===== src/rtl/core/epg_pkg.sv =====
// Shared types, constants and table-building functions for the portamento glide.
// No dependencies; used by every module of the block.
package epg_pkg;

  localparam int FREQ_BITS_DEF  = 24;
  localparam int COUNT_BITS_DEF = 20;
  localparam int EXP_DEPTH_DEF  = 256;

  localparam int ENV_W      = 16;
  localparam int CFG_DATA_W = 32;
  localparam int LOG_INT_W  = 5;
  localparam int LOG_FRAC_W = 16;
  localparam int LOG_W      = LOG_INT_W + LOG_FRAC_W;
  localparam int TAB_W      = 32;

  localparam logic [ENV_W-1:0] ENV_THR_RESET = 16'd1638;

  typedef enum logic [1:0] {
    CFG_GLIDE_SAMPLES = 2'd0,
    CFG_GLIDE_ALLOWED = 2'd1,
    CFG_ENV_THRESHOLD = 2'd2
  } cfg_reg_t;

  typedef struct packed {
    logic load;
    logic start;
    logic iter;
    logic mul;
    logic sum;
    logic tab;
    logic fin;
    logic out_load;
  } epg_cmd_t;

  typedef struct packed {
    logic active;
  } epg_status_t;

  function automatic logic [63:0] isqrt64(input logic [63:0] v_in);
    logic [63:0] v;
    logic [63:0] r;
    logic [63:0] b;
    v = v_in;
    r = '0;
    b = 64'd1 << 62;
    for (int i = 0; i < 32; i++) begin
      if (b > v) b = b >> 2;
    end
    for (int i = 0; i < 32; i++) begin
      if (b != 0) begin
        if (v >= r + b) begin
          v = v - (r + b);
          r = (r >> 1) + b;
        end else begin
          r = r >> 1;
        end
        b = b >> 2;
      end
    end
    return r;
  endfunction

  // 2^(q/65536) in Q1.30 from a product of successive square roots of two
  function automatic logic [TAB_W-1:0] exp_frac(input logic [16:0] q);
    logic [63:0] rt [17];
    logic [63:0] m;
    rt[0] = 64'd1 << 31;
    for (int k = 1; k <= 16; k++) rt[k] = isqrt64(rt[k-1] << 30);
    m = 64'd1 << 30;
    if (q >= 17'd65536) return TAB_W'(64'd1 << 31);
    for (int k = 1; k <= 16; k++) begin
      if (q[16-k]) m = (m * rt[k] + (64'd1 << 29)) >> 30;
    end
    return TAB_W'(m);
  endfunction

endpackage


===== src/rtl/core/epg_ctrl.sv =====
// Sequencer: steps each item through load and, during a glide, divide/log iterations and the
// interpolation stages, and owns the output valid. Depends on epg_pkg.
module epg_ctrl import epg_pkg::*; (
  input  logic        clk,
  input  logic        rst,
  input  logic        in_valid,
  output logic        in_ready,
  output logic        out_valid,
  input  logic        out_ready,
  input  epg_status_t status,
  output epg_cmd_t    cmd
);

  typedef enum logic [2:0] {
    ST_IDLE, ST_LOAD, ST_ITER, ST_MUL, ST_SUM, ST_TAB, ST_FIN, ST_OUT
  } state_t;

  state_t                  state;
  logic [LOG_FRAC_W/4-1:0] iter_cnt;
  logic                    out_free;

  assign out_free = !out_valid || out_ready;
  assign in_ready = (state == ST_IDLE);

  always_comb begin
    cmd          = '0;
    cmd.load     = (state == ST_IDLE) && in_valid;
    cmd.start    = (state == ST_LOAD) && status.active;
    cmd.iter     = (state == ST_ITER);
    cmd.mul      = (state == ST_MUL);
    cmd.sum      = (state == ST_SUM);
    cmd.tab      = (state == ST_TAB);
    cmd.fin      = (state == ST_FIN);
    cmd.out_load = (state == ST_OUT) && out_free;
  end

  always_ff @(posedge clk) begin
    if (rst) begin
      state     <= ST_IDLE;
      iter_cnt  <= '0;
      out_valid <= 1'b0;
    end else begin
      if (cmd.out_load) out_valid <= 1'b1;
      else if (out_ready) out_valid <= 1'b0;
      case (state)
        ST_IDLE: if (in_valid) state <= ST_LOAD;
        ST_LOAD: begin
          iter_cnt <= '0;
          state    <= status.active ? ST_ITER : ST_OUT;
        end
        ST_ITER: begin
          iter_cnt <= iter_cnt + 1'b1;
          if (iter_cnt == '1) state <= ST_MUL;
        end
        ST_MUL:  state <= ST_SUM;
        ST_SUM:  state <= ST_TAB;
        ST_TAB:  state <= ST_FIN;
        ST_FIN:  state <= ST_OUT;
        ST_OUT:  if (out_free) state <= ST_IDLE;
        default: state <= ST_IDLE;
      endcase
    end
  end

endmodule


===== config.mk =====
export PLATFORM = sky130hd
export DESIGN_NAME = epg_ctrl
export DESIGN_NICKNAME = d
export VERILOG_FILES = /design/src/rtl/core/epg_pkg.sv /design/src/rtl/core/epg_ctrl.sv
export SDC_FILE = /design/constraint.sdc
export NUM_CORES = 1
export LEC_CHECK = 0
export ABC_AREA = 1
export BUFFER_PORTS_ARGS = -buffer_cell sky130_fd_sc_hd__buf_2
export CORE_AREA = 8 8 45 47
export CTS_CLUSTER_SIZE = 25
export DETAILED_ROUTE_END_ITERATION = 12
export DIE_AREA = 0 0 53 55
export GPL_TIMING_DRIVEN = 0
export PLACE_DENSITY = 0.72
export SLEW_MARGIN = 25
export SYNTH_ARGS = -nofsm -noshare
export SYNTH_HDL_FRONTEND = slang
export SYNTH_SLANG_ARGS = --single-unit
export TNS_END_PERCENT = 50

===== constraint.sdc =====
create_clock -name clk -period 1.4 [get_ports clk]
set_input_delay 0.14 -clock clk [delete_from_list [all_inputs] [get_ports clk]]
set_output_delay 0.14 -clock clk [all_outputs]
set_load 0.05 [all_outputs]

==> results.cfg <==
[outcome]
status = finished clean

[global_route]
grt_overflow = 0
antenna_found_initial = 0
grt_usage_pct = 8.44
grt_pass1_wl_mm = 1.84
grt_start_max_net_pins = 11
grt_pass1_vias = 450

[floorplan]
fp.dieW_um = 53
die_area_sq_um = 2920
die_h_um = 55
fp.coreArea_sq_um = 1380
io_pins = 15
initial_core_util_pct = 34.6
row_count = 14

[sta]
worst_hold_slack_ps = 100
fin_skew_ps = 2.30
tns_ps = 0
max_clock_freq_mhz = 735
max-slew-margin-rel_pct = 83.0
fin_crit_ps = 1360
fin_crit_sh_pct = 97.2
setup_viol = 0
worst_pin_slew_ps = 254
finalHoldViolCount = 0
maxSlewViolCount = 0

[synthesis]
synth_top_area_share_pct = 33.4
ys_seq_area_share_pct = 33.4
synth_edf_count = 0
ys_warn_count = 0
synth-main-ff-cell = dfxtp_1
synth.most_common_cell = nand2_1
avgSynthCellArea_sq_um = 6.85
syn_area_sq_um = 479
synth.distinct_cells = 20
synth_async_sr_flop_share_pct = 0
synthCells = 70
ys_seq_elements = 8
synth.area.top_cells = dfxtp_1 (33%), nand2_1 (11%), inv_1 (7.8%)
ys_top_cells_by_count = nand2_1 (14), inv_1 (10), dfxtp_1 (8), nor2_1 (8), nand3_1 (7)
syn_nets = 76
synth.largest_area_cell = dfxtp_1

[detailed_routing]
viasPerCell = 4.79
drt-wirelength-per-cell_um = 11.6
drc_errors = 0
drtPass1Iterations = 3
ant_nets = 0
drt_wl_total_mm = 1.21
num_vias = 498
drt-initial-drc-count = 1

[final_layout]
seqCellArea_sq_um = 169
fillers = 148
multi_input_area_sq_um = 287
final_nets = 96
syn_to_final_growth_pct = 39.2
antennaDiodeCount = 0
layout-drive-gt1-share_pct = 36.4
utilization_pct = 48.2

[cts]
clkLatencyLatePin_ps = 260
htree_levels = 1
cts_made_buffers = 3
clockRootBuffer = clkbuf_4
clk_path_buf_depth = 2
path_clk_slew_ps = 60
cts_tree = done
cts_sinks = 8

[placement]
numPortBuffers = 14
dpl.hpwl_um = 830
gp_congestion = 0.780

[worst_setup_path]
reg2regPathDepth = 6
arrival_ps = 1220
cp-end-kind = output pin
crit_fanout = 9
r2r-start = state[0]$_SDFFE_PP0P_
worstSetupStartpointType = register
reg2reg_slack_ps = 170
r2r-end = iter_cnt[3]$_SDFFE_PP0P_
cp_data_required_time_ps = 1260
path_class = reg -> out

[worst_hold_path]
hp-start = rst
holdCritPathClass = in -> reg
holdPathStages = 2
whs_endpoint = state[2]$_SDFFE_PP0P_

[power]
leakagePower_nw = 0.321
p_per_area_nw_per_um2 = 2130
ir_worst_vdd_mv = 0.736

[flow_run]
maxCapViolCount = 0
through the flow:
step                cells  cell area, sq um  setup WS, ps  total power, W
finish                104               667          38.7         0.00142
global route          104               667         -14.6         0.00152
CTS                   103               609          1.37         0.00131
detailed placement    100               574           163         0.00110
global placement      100               574           189         0.00109
floorplan              70               484          -363        0.000952
cell families (layout without fill, tap and decap cells):
group / after synthesis / after routing / synth area share, %
buffers and inverters: 12 / 30 / 11.0
flip-flops: 8 / 8 / 33.4
adder cells (fa/ha/maj): 1 / 1 / 2.61
XOR/XNOR: 1 / 1 / 1.83
AO/OA/AOI/OAI: 9 / 9 / 11.0
AND/OR/NAND/NOR: 39 / 39 / 40.2
per-layer routing:
metal / track usage [%] / routed length, um
met1: 10.1 / 523
met2: 12.7 / 576
met3: 1.34 / 77
met4: 7.76 / 28
met5: 0 / 0
critical path: stages (launching register included):
cell and delay, ps:
dfxtp_2 340, buf_6 140, inv_1 110, nor3_2 190, buf_6 180
where the power goes:
part           switching, W  internal, W
Combinational      0.000596     0.000276
Clock             0.0000840    0.0000985
Sequential        0.0000738     0.000294
what timing repair did:
| item | in CTS | in global routing |
|---|---|---|
| pin swaps | 0 | 1 |
| setup endpoints to repair | 6 | 7 |
| resized for setup | 6 | 19 |
| hold buffers | 0 | 0 |
| setup buffers | 0 | 1 |
final cells by class:
class | instances | area share [%]
Buffer | 1 | 1.69
Tap cell | 16 | 3.00
Sequential cell | 8 | 25.3
Multi-Input combinational cell | 50 | 43.0
Timing Repair Buffer | 15 | 17.1
Clock buffer | 3 | 3.38
Inverter | 11 | 6.57
sequential cells by signal, summed over array words and instances (netlist names):
name       flops
iter_cnt       4
out_valid      1
state          3
how the worst max path moves through the flow:
stage / start / end / slack [ps]
finish: state[0]$_SDFFE_PP0P_ / cmd[2] / 40
global route: state[0]$_SDFFE_PP0P_ / cmd[2] / -10
CTS: state[1]$_SDFFE_PP0P_ / cmd[7] / 1
detailed placement: state[1]$_SDFFE_PP0P_ / cmd[0] / 160
global placement: state[1]$_SDFFE_PP0P_ / cmd[0] / 190
floorplan: state[0]$_SDFFE_PP0P_ / cmd[2] / -360
cells in the final DEF, fill, tap and decap left out, drive strengths merged:
| cell type | Yosys | final |
|---|---|---|
| o21bai | 1 | 1 |
| nor3 | 6 | 6 |
| dfxtp | 8 | 8 |
| a31oi | 2 | 2 |
| nand2 | 14 | 14 |
| clkbuf | 0 | 3 |
| a21oi | 3 | 3 |
| nand3 | 8 | 8 |
| o21a | 1 | 1 |
| xor2 | 1 | 1 |
| inv | 11 | 11 |
| buf | 1 | 16 |
| nand4 | 1 | 1 |
| o21ai | 2 | 2 |
| ha | 1 | 1 |
| nor2 | 9 | 9 |
| or2 | 1 | 1 |
Note: power is estimated with default switching activity, not from simulation.
